--- src/rtl/core/rtc_pkg.sv ---
// Shared types, operation codes and constants for the three-wire RTC serial master.
package rtc_pkg;

    localparam int unsigned DEFAULT_BURST_BYTES = 8;
    localparam int unsigned DATA_W = 64;

    localparam int unsigned QUEUE_DEPTH = 4;
    localparam int unsigned QPTR_W = $clog2(QUEUE_DEPTH);
    localparam int unsigned QCNT_W = $clog2(QUEUE_DEPTH + 1);

    localparam logic [2:0] OP_TICK   = 3'd0;
    localparam logic [2:0] OP_SWRITE = 3'd1;
    localparam logic [2:0] OP_SREAD  = 3'd2;
    localparam logic [2:0] OP_BWRITE = 3'd3;
    localparam logic [2:0] OP_BREAD  = 3'd4;

    localparam logic [7:0] CMD_BWRITE = 8'hBE;
    localparam logic [7:0] CMD_BREAD  = 8'hBF;

    typedef struct packed {
        logic [2:0]        operation;
        logic [5:0]        reg_index;
        logic [DATA_W-1:0] write_data;
        logic              sio_in;
    } req_t;

    typedef struct packed {
        logic              chip_enable;
        logic              serial_clock;
        logic              sio_out;
        logic              sio_drive;
        logic              busy_res;
        logic [DATA_W-1:0] read_data;
        logic              read_valid;
    } res_t;

    // One classified tick as it waits between the front and the back.
    typedef struct packed {
        logic              start;
        logic [2:0]        operation;
        logic [7:0]        command;
        logic [DATA_W-1:0] data;
        logic              sio_in;
    } entry_t;

endpackage

--- src/rtl/core/rtc_front.sv ---
// Front part: decodes each tick, builds the command byte and masks the write data.
module rtc_front
    import rtc_pkg::*;
#(
    parameter int unsigned BURST_BYTES = DEFAULT_BURST_BYTES
)
(
    input  req_t   req,
    output entry_t entry
);

    localparam logic [DATA_W-1:0] BURST_MASK = (BURST_BYTES >= 8) ? {DATA_W{1'b1}} :
        ((DATA_W'(1) << (8 * BURST_BYTES)) - DATA_W'(1));
    localparam logic [DATA_W-1:0] SINGLE_MASK = DATA_W'(8'hFF);

    always_comb
    begin
        entry.operation = req.operation;
        entry.sio_in    = req.sio_in;
        entry.start     = 1'b0;
        entry.command   = {1'b1, req.reg_index, 1'b0};
        entry.data      = req.write_data & SINGLE_MASK;
        case (req.operation)
            OP_SWRITE:
            begin
                entry.start = 1'b1;
            end
            OP_SREAD:
            begin
                entry.start   = 1'b1;
                entry.command = {1'b1, req.reg_index, 1'b1};
            end
            OP_BWRITE:
            begin
                entry.start   = 1'b1;
                entry.command = CMD_BWRITE;
                entry.data    = req.write_data & BURST_MASK;
            end
            OP_BREAD:
            begin
                entry.start   = 1'b1;
                entry.command = CMD_BREAD;
                entry.data    = req.write_data & BURST_MASK;
            end
            default:
            begin
                entry.start = 1'b0;
            end
        endcase
    end

endmodule

--- src/rtl/core/rtc_queue.sv ---
// Short queue of classified ticks between the front and the back.
module rtc_queue
    import rtc_pkg::*;
(
    input  logic   clk,
    input  logic   rst_n,
    input  logic   push,
    input  entry_t push_entry,
    output logic   full,
    input  logic   pop,
    output logic   not_empty,
    output entry_t head
);

    entry_t              slot_reg [QUEUE_DEPTH];
    logic [QPTR_W-1:0]   wr_ptr_reg;
    logic [QPTR_W-1:0]   wr_ptr_next;
    logic [QPTR_W-1:0]   rd_ptr_reg;
    logic [QPTR_W-1:0]   rd_ptr_next;
    logic [QCNT_W-1:0]   count_reg;
    logic [QCNT_W-1:0]   count_next;
    logic                do_push;
    logic                do_pop;

    assign full      = (count_reg == QCNT_W'(QUEUE_DEPTH));
    assign not_empty = (count_reg != '0);
    assign head      = slot_reg[rd_ptr_reg];
    assign do_push   = push && !full;
    assign do_pop    = pop && not_empty;

    always_comb
    begin
        wr_ptr_next = do_push ? wr_ptr_reg + QPTR_W'(1) : wr_ptr_reg;
        rd_ptr_next = do_pop ? rd_ptr_reg + QPTR_W'(1) : rd_ptr_reg;
        count_next  = count_reg;
        if (do_push && !do_pop)
        begin
            count_next = count_reg + QCNT_W'(1);
        end
        else if (do_pop && !do_push)
        begin
            count_next = count_reg - QCNT_W'(1);
        end
    end

    always_ff @(posedge clk or negedge rst_n)
    begin
        if (!rst_n)
        begin
            wr_ptr_reg <= '0;
            rd_ptr_reg <= '0;
            count_reg  <= '0;
        end
        else
        begin
            wr_ptr_reg <= wr_ptr_next;
            rd_ptr_reg <= rd_ptr_next;
            count_reg  <= count_next;
        end
    end

    always_ff @(posedge clk)
    begin
        if (do_push)
        begin
            slot_reg[wr_ptr_reg] <= push_entry;
        end
    end

endmodule

--- src/rtl/core/rtc_back.sv ---
// Back part: the pin waveform sequencer and the result register.
module rtc_back
    import rtc_pkg::*;
#(
    parameter int unsigned BURST_BYTES = DEFAULT_BURST_BYTES
)
(
    input  logic   clk,
    input  logic   rst_n,
    input  logic   avail,
    input  entry_t entry,
    output logic   take,
    output logic   res_valid,
    input  logic   res_stall,
    output res_t   res
);

    localparam logic [6:0] SINGLE_TOTAL = 7'd16;
    localparam logic [6:0] BURST_TOTAL  = 7'(8 + 8 * BURST_BYTES);

    logic [2:0]        op_reg;
    logic [2:0]        op_next;
    logic [6:0]        bit_pos_reg;
    logic [6:0]        bit_pos_next;
    logic              phase_reg;
    logic              phase_next;
    logic [7:0]        cmd_reg;
    logic [7:0]        cmd_next;
    logic [DATA_W-1:0] tx_reg;
    logic [DATA_W-1:0] tx_next;
    logic [DATA_W-1:0] rx_reg;
    logic [DATA_W-1:0] rx_next;
    logic              res_valid_reg;
    logic              res_valid_next;
    res_t              res_reg;
    res_t              res_next;
    logic [6:0]        total;
    logic [6:0]        data_off;
    logic              active;

    // A tick moves on whenever the result register is free or is emptied this cycle.
    assign take      = avail && (!res_valid_reg || !res_stall);
    assign res_valid = res_valid_reg;
    assign res       = res_reg;
    assign total     = (op_reg inside {OP_BWRITE, OP_BREAD}) ? BURST_TOTAL : SINGLE_TOTAL;

    always_comb
    begin
        op_next      = op_reg;
        bit_pos_next = bit_pos_reg;
        phase_next   = phase_reg;
        cmd_next     = cmd_reg;
        tx_next      = tx_reg;
        rx_next      = rx_reg;
        active       = 1'b0;
        res_next     = '0;
        data_off     = '0;

        if (op_reg == OP_TICK)
        begin
            if (entry.start)
            begin
                op_next      = entry.operation;
                bit_pos_next = '0;
                phase_next   = 1'b0;
                cmd_next     = entry.command;
                tx_next      = entry.data;
                rx_next      = '0;
                active       = 1'b1;
            end
        end
        else
        begin
            phase_next = !phase_reg;
            if (phase_reg)
            begin
                bit_pos_next = bit_pos_reg + 7'd1;
            end
            data_off = bit_pos_next - 7'd8;
            if (bit_pos_next >= total)
            begin
                if (op_reg inside {OP_SREAD, OP_BREAD})
                begin
                    res_next.read_valid = 1'b1;
                    res_next.read_data  = rx_reg;
                end
                op_next      = OP_TICK;
                bit_pos_next = '0;
                phase_next   = 1'b0;
            end
            else
            begin
                active = 1'b1;
                // Read bits are sampled in the low half, before SCK rises.
                if (!phase_next && (op_reg inside {OP_SREAD, OP_BREAD}) &&
                    (bit_pos_next >= 7'd8))
                begin
                    rx_next[data_off[5:0]] = entry.sio_in;
                end
            end
        end

        if (active)
        begin
            res_next.chip_enable  = 1'b1;
            res_next.busy_res     = 1'b1;
            res_next.serial_clock = phase_next;
            if (bit_pos_next < 7'd8)
            begin
                res_next.sio_drive = 1'b1;
                res_next.sio_out   = cmd_next[bit_pos_next[2:0]];
            end
            else if (!(op_next inside {OP_SREAD, OP_BREAD}))
            begin
                res_next.sio_drive = 1'b1;
                res_next.sio_out   = tx_next[data_off[5:0]];
            end
        end

        res_valid_next = res_valid_reg;
        if (take)
        begin
            res_valid_next = 1'b1;
        end
        else if (!res_stall)
        begin
            res_valid_next = 1'b0;
        end
    end

    always_ff @(posedge clk or negedge rst_n)
    begin
        if (!rst_n)
        begin
            op_reg        <= OP_TICK;
            bit_pos_reg   <= '0;
            phase_reg     <= 1'b0;
            res_valid_reg <= 1'b0;
        end
        else
        begin
            res_valid_reg <= res_valid_next;
            if (take)
            begin
                op_reg      <= op_next;
                bit_pos_reg <= bit_pos_next;
                phase_reg   <= phase_next;
            end
        end
    end

    always_ff @(posedge clk)
    begin
        if (take)
        begin
            cmd_reg <= cmd_next;
            tx_reg  <= tx_next;
            rx_reg  <= rx_next;
            res_reg <= res_next;
        end
    end

endmodule

--- src/rtl/core/three_wire_rtc_serial_master_core.sv ---
// Top level of the three-wire RTC serial master: front, queue and back joined.
//
// Every req beat is one tick of the CE/SCK/SIO waveform and may carry a request
// (single or burst, write or read); a request is only taken up while no transfer
// runs and is otherwise ignored. Every req beat yields exactly one res beat with
// the pin levels for that tick, busy_res, and on the finishing tick of a read
// the received data with read_valid set.
// A request tick already shows CE high and command bit 0 on SIO. Each later tick
// advances half a bit; single transfers span 32 ticks plus the finishing tick,
// bursts 16 + 16 * BURST_BYTES ticks plus the finishing tick.
// One beat is accepted per cycle while req_stall is low. A beat is classified and
// written to a four-entry queue as it is accepted, and the sequencer turns it
// into the result register once that register is free or is emptied.
// When the receiver stalls, the result register holds its beat, the queue fills,
// and req_stall rises once the queue is full.
// Reset empties the queue and the result register and puts the link idle.
module three_wire_rtc_serial_master_core
    import rtc_pkg::*;
#(
    parameter int unsigned BURST_BYTES = DEFAULT_BURST_BYTES
)
(
    input  logic clk,
    input  logic rst_n,
    input  logic req_valid,
    output logic req_stall,
    input  req_t req,
    output logic res_valid,
    input  logic res_stall,
    output res_t res
);

    entry_t classified;
    entry_t head;
    logic   queue_full;
    logic   queue_avail;
    logic   take;

    assign req_stall = queue_full;

    rtc_front #(
        .BURST_BYTES (BURST_BYTES)
    ) u_front (
        .req   (req),
        .entry (classified)
    );

    rtc_queue u_queue (
        .clk        (clk),
        .rst_n      (rst_n),
        .push       (req_valid),
        .push_entry (classified),
        .full       (queue_full),
        .pop        (take),
        .not_empty  (queue_avail),
        .head       (head)
    );

    rtc_back #(
        .BURST_BYTES (BURST_BYTES)
    ) u_back (
        .clk       (clk),
        .rst_n     (rst_n),
        .avail     (queue_avail),
        .entry     (head),
        .take      (take),
        .res_valid (res_valid),
        .res_stall (res_stall),
        .res       (res)
    );

endmodule
--- config.mk ---
export PLATFORM = sky130hd
export DESIGN_NAME = three_wire_rtc_serial_master_core
export DESIGN_NICKNAME = d
export VERILOG_FILES = /design/src/rtl/core/rtc_pkg.sv /design/src/rtl/core/rtc_front.sv /design/src/rtl/core/rtc_queue.sv /design/src/rtl/core/rtc_back.sv /design/src/rtl/core/three_wire_rtc_serial_master_core.sv
export SDC_FILE = /design/constraint.sdc
export NUM_CORES = 1
export LEC_CHECK = 0
export ABC_AREA = 1
export ABC_CLOCK_PERIOD_IN_PS = 14600
export BUFFER_PORTS_ARGS = -buffer_cell sky130_fd_sc_hd__buf_2
export CAP_MARGIN = 20
export CELL_PAD_IN_SITES_DETAIL_PLACEMENT = 0
export CELL_PAD_IN_SITES_GLOBAL_PLACEMENT = 1
export CORE_ASPECT_RATIO = 1.75
export CORE_MARGIN = 4
export CORE_UTILIZATION = 52
export DETAILED_ROUTE_END_ITERATION = 8
export GPL_TIMING_DRIVEN = 1
export PLACE_DENSITY_LB_ADDON = 0.1
export SLEW_MARGIN = 20
export SYNTH_ARGS = -nofsm -noshare
export SYNTH_HDL_FRONTEND = slang
export SYNTH_HIERARCHICAL = 1
export SYNTH_SLANG_ARGS = --single-unit
--- constraint.sdc ---
create_clock -name clk -period 14.6 [get_ports clk]
set_clock_uncertainty 0.05 [all_clocks]
set_input_delay 0 -clock clk [delete_from_list [all_inputs] [get_ports clk]]
set_output_delay 0 -clock clk [all_outputs]
set_load 0.02 [all_outputs]
Word level (Yosys, flattened, before mapping)
Memories as Yosys holds them, arrays and structs flattened.
Index checks and enable logic that the tools add are counted.
Operators by class
  add/subtract/negate cells: 6
  magnitude comparators: 7
  eq/ne operators: 13
  multiplexer cells: 44
  bitwise logic cells: 2
  reduce and logical (&&, ||, !) cells: 27
Operators with widths (count)
  $mux 64: 7
  $bwmux 64: 1
  $mux 7: 6
  $pmux 7 s3: 1
  $mux 8: 2
  $eq 3x2->1 const B: 5
  $mux 1: 15
  $mux 3: 5
  $lt 6x7->1 const B: 2
  $eq 3x3->1 const B: 4
  $reduce_bool 2->1: 5
  $logic_and 1x1->1: 8
  $add 7x1->7 const B: 1
  $ge 7x4->1 const B: 1
  $ge 7x7->1: 1
  $lt 7x4->1 const B: 1
  $bmux 1 s6: 1
  $demux 1 s6: 1
  $ge 6x1->1 const B: 1
  $logic_not 1->1: 6
  $mux 6: 1
  $sub 6x4->6 const B: 1
  $mux 5: 1
  $add 2x1->2 const B: 2
  other kinds (16): 20
Storage, ports and cells
  bits in registers: 225
  RAM bits: 304
  input port bits: 78
  output and inout bits: 72
  logic and storage cells: 117
  memories: 1
Memory list
  u_queue.slot_reg: depth 4, bits a word 76, rd ports 1, clocked after Yosys merged registers in 0, write ports 1, RTL line rtc_queue.sv:15  | entry_t slot_reg [QUEUE_DEPTH];

Depth between registers and ports, before layout
  depth in word-level cells: 12
  depth in mapped cells: 25
  mapped depth without buffers: 21

Cells and area by module
Netlist, hierarchy kept.
Modules (own cells, without submodules)
  rtc_queue: times used 1, cells an instance 959, area an instance 12836.1 µm², seq. area each 9424.0 µm²
  rtc_back: times used 1, cells an instance 1240, area an instance 11023.1 µm², seq. area each 6456.2 µm²
  rtc_front: times used 1, cells an instance 156, area an instance 732.0 µm², seq. area each 0.0 µm²

Worst setup path after synthesis
OpenSTA, ideal clock, no wires.
  kind: register -> register
  from: reg u_back.bit_pos_reg[0]
  to: reg u_back.rx_reg[0] (enable)
  library setup time: 565 ps
  arrival: 6323 ps
  data required time: 13985 ps
  setup slack: 7663 ps
  cell stages (with the launch flop): 14
  buffers on the path: 0
  period minus slack after synthesis: 6937 ps
  cells stage by stage: dfrtp_1 > ha_1 > nand3_1 > inv_1 > nand3_1 > xor2_1 > ha_1 > a21oi_4 > nand2_4 > nor2_4 > inv_1 > nand2_1 > inv_1 > nor3_1
On the way
  word-level cells in the longest chain between the ends: 7
  elaborated cells on any way between the ends: 9
  those cells by class: add/sub (1); order compare (2); eq/ne (1); mux (2); reduce/logical (3)
RTL lines
  start, declared: RTL line rtc_back.sv:23  | logic [6:0] bit_pos_reg;
  start signal, assigned: RTL line rtc_back.sv:146  | bit_pos_reg <= bit_pos_next;
  $add 7x1->7: RTL line rtc_back.sv:77  | bit_pos_next = bit_pos_reg + 7'd1;
  $mux 7 *: RTL line rtc_back.sv:75  | if (phase_reg)
  $mux 7 *: RTL line rtc_back.sv:59  | if (op_reg == OP_TICK)
  $ge 7x4->1: RTL line rtc_back.sv:96  | (bit_pos_next >= 7'd8))
  $logic_and 1x1->1: RTL line rtc_back.sv:95  | if (!phase_next && (op_reg inside {OP_SREAD, OP_BREAD}) &&
  $reduce_bool 2->1 (no line)
  $reduce_and 4->1 (no line) *
  end signal, assigned: RTL line rtc_back.sv:158  | rx_reg <= rx_next;
  end, declared: RTL line rtc_back.sv:31  | logic [DATA_W-1:0] rx_reg;
Every way passes the cells marked *; elsewhere a longest branch is shown, timed or not. The select of a mux whose other input is x is not followed.
A chain may end at the register's enable or synchronous reset.

==> results.sh <==
export IMPL_cpMostUsedCell="nand2_1"
export IMPL_reg2reg_slack_ns=10.38
export IMPL_synth_edf_count=513
export IMPL_path_clk_slew_ns=0.06
export IMPL_area_growth_syn_to_layout_pct=13.21
export IMPL_timing_final_ws_setup_ns=10.38
export IMPL_cts_inserted_buffers=49
export IMPL_antenna_found_initial=0
export IMPL_critPathCaptureType="flop"
export IMPL_fin_tns_setup_ns=0
export IMPL_drive_gt1_frac=0.1246
export IMPL_max_freq_ghz=0.2368
export IMPL_place_ws_ns=10.29
export IMPL_drc_errors=0
export IMPL_cts_tree="built"
export IMPL_wl_per_cell_um=18.31
export IMPL_worstHoldEndpoint="u_queue/slot_reg[3][5]"
export IMPL_whs_path_depth=2
export IMPL_syn_area_per_cell_um2=10.44
export IMPL_grt_usage=0.2281
export IMPL_cp_arrival_ns=4.50
export IMPL_regToRegStartpoint="u_queue/rd_ptr_reg[0]"
export IMPL_hold_start="req[5]"
export IMPL_cts_sinks=532
export IMPL_grt_pass1_wl_mm=90.43
export IMPL_synthFlopType="edfxtp_1"
export IMPL_start_kind="flop"
export IMPL_fp_dieH_um=295.7
export IMPL_postRouteAntennaNets=0
export IMPL_crit_path_cell_trace="inv_8, buf_4, buf_4, nand2_1, o211ai_1, nand2_1, nand2_1, nand2_1, nand2_1, nand2_1, nand2_1, nand3_1, nand3_1, nand3_1, nand2_1, nand2_1, nand2_1, nand2_1, nand3_1, nand2_1, inv_1, nor2_2"
export IMPL_dr_pass1_iters=5
export IMPL_yosysSeqAreaShare=0.6458
export IMPL_p_leak_nw=11.87
export IMPL_synth_top_cell_area_share=0.6264
export IMPL_min_period_ns=4.223
export IMPL_vias=16530
export IMPL_synth_area_leader_cell="edfxtp_1"
export IMPL_maxSlewViolCount=0
export IMPL_clk_path_buf_depth=3
export IMPL_die_w_um=172.4
export IMPL_place_gp_congestion=0.8373
export IMPL_required_ns=14.88
export IMPL_core_region_area_um2=46900
export IMPL_syn_inst=2355
export IMPL_critical_path_class="reg -> reg"
export IMPL_ys_ff_latch=532
export IMPL_synth_area_um2=24590
export IMPL_start_util=0.5243
export IMPL_drt_iter0_markers=1171
export IMPL_hold_path_class="in -> reg"
export IMPL_slew_headroom=0.2628
export IMPL_synth_fp_nets=2443
export IMPL_wirelength_mm=57.80
export IMPL_htree_levels=2
export IMPL_finalSetupViolations=0
export IMPL_peakVddDrop_v=0.0001598
export IMPL_synth_common_cells="613 x nand2_1, 513 x edfxtp_1, 391 x inv_1, 149 x o211ai_1, 143 x nor2_1"
export IMPL_ys_types=42
export IMPL_largest_register_ffs=308
export IMPL_drt_vias_per_instance=5.235
export IMPL_dieArea_um2=50970
export IMPL_synth_warnings=6
export IMPL_powerDensity_nw_per_um2=224.9
export IMPL_async_flop_share=0.03571
export IMPL_globalRoute_totalOverflow=0
export IMPL_rsz0062_at_grt="no"
export IMPL_min_period_over_period=0.2892
export IMPL_synth_most_common_cell="nand2_1"
export IMPL_worstRegToRegCells=22
export IMPL_grt_pass1_vias=16520
export IMPL_grt_max_degree=147
export IMPL_num_fill_cells=3872
export IMPL_io_buffers=149
export IMPL_pin_count=150
export IMPL_hold_violations=0
export IMPL_fin_nets=2618
export IMPL_antenna_diode_count=0
export IMPL_num_rows=105
export IMPL_cap_violations=0
export IMPL_r2r_end="u_back/res[67]"
export IMPL_synth_area_top_cells="edfxtp_1 63%, nand2_1 9.4%, inv_1 6.0%"
export IMPL_tightest_slew_ns=1.102
export IMPL_path_max_fanout=146
export IMPL_outcome="finished clean"
export IMPL_worstSkewPairLatency_ns=0.57
export IMPL_critPathSlowestCell="buf_4"
export IMPL_hpwl_mm=35.67
export IMPL_max_stage_delay_ns=0.81
export IMPL_cts_resized=0
export IMPL_cts_root_buffer="clkbuf_16"
repair_timing:
action,4_1_cts,5_1_grt
hold endpoints to repair,326,0
hold buffers,79,0
buffers inserted,0,0
how the worst max path moves through the flow:
stage	start	end	slack (ns)	cells after the start
4_1_cts	u_queue/rd_ptr_reg[0]	u_back/res[67]	10.25	22
2_1_floorplan	u_back/bit_pos_reg[0]	u_back/rx_reg[0]	7.66	13
3_3_place_gp	u_queue/rd_ptr_reg[0]	u_back/res[67]	10.35	22
5_1_grt	u_queue/rd_ptr_reg[0]	u_back/res[67]	9.87	22
6_report	u_queue/rd_ptr_reg[0]	u_back/res[67]	10.38	22
3_5_place_dp	u_queue/rd_ptr_reg[0]	u_back/res[67]	10.29	20
logic make-up after synthesis:
logic type	count (synthesis)	synth area share
compound gates	324	0.08589
xor+xnor	3	0.001069
fa+ha+maj	10	0.005393
buf+inv	527	0.09861
flops	532	0.6458
other cells	1	0.0001525
simple gates	958	0.1631
routing by layer:
metal / track usage / wire length (um) / part of all wire
met1: 0.2702 / 22410 / 0.39
met5: 0 / 0 / 0
met3: 0.02521 / 2377 / 0.041
met2: 0.4273 / 31190 / 0.54
met4: 0.07348 / 1815 / 0.031
power by group:
group / leakage [nW] / internal (mW) / switching, mW
logic: 5.95 / 0.675 / 1.82
registers: 5.13 / 2.32 / 0.131
clock network: 0.796 / 0.757 / 0.555
total: 11.9 / 3.75 / 2.51
critical path, delay by kind of cell (launching register included):
| family | cells | cell delay [ns] |
|---|---|---|
| buf+inv | 4 | 1.93 |
| compound gates | 1 | 0.14 |
| flops | 1 | 0.45 |
| simple gates | 17 | 1.26 |
placed cells by master, fill, tap and decap left out, types with 9 or more instances in the layout:
master / count
and2_1: 17
buf_4: 22
nand4_1: 28
nand2_1: 610
nand2_2: 10
nor2_4: 12
nor2_1: 139
ha_1: 9
clkbuf_16: 49
edfxtp_1: 513
o211ai_2: 9
o211ai_1: 149
clkinv_1: 11
buf_2: 149
dlygate4sd3_1: 78
o21ai_1: 12
dfrtp_1: 18
clkinv_2: 11
a21oi_1: 68
o21ai_0: 69
nand3_1: 114
nor2_2: 17
inv_1: 391
layout make-up:
cell class              instances  area [um^2]  area share
clock buffers                  53         1241     0.04458
clock inverters                37        392.9     0.01411
inverters                     400         1516     0.05447
multi-input cells            1296         6334      0.2275
flip-flops and latches        532        15880      0.5704
well taps                     588        735.7     0.02643
repair buffers                251         1739     0.06247
per-stage QoR:
stage,area [um^2],utilization,instances,hold slack (ns),power [mW]
after floorplan,24590,-,2355,-0.3456,4.336
after detailed placement,25380,0.5411,2987,-0.03055,4.966
after global routing,27840,0.5936,3157,0.1176,6.691
after CTS,27810,0.5930,3156,0.09503,6.304
final,27840,0.5936,3157,0.1277,6.262
after global placement,25380,0.5410,2987,-0.03730,4.921
Note: power is estimated with default switching activity, not from simulation.
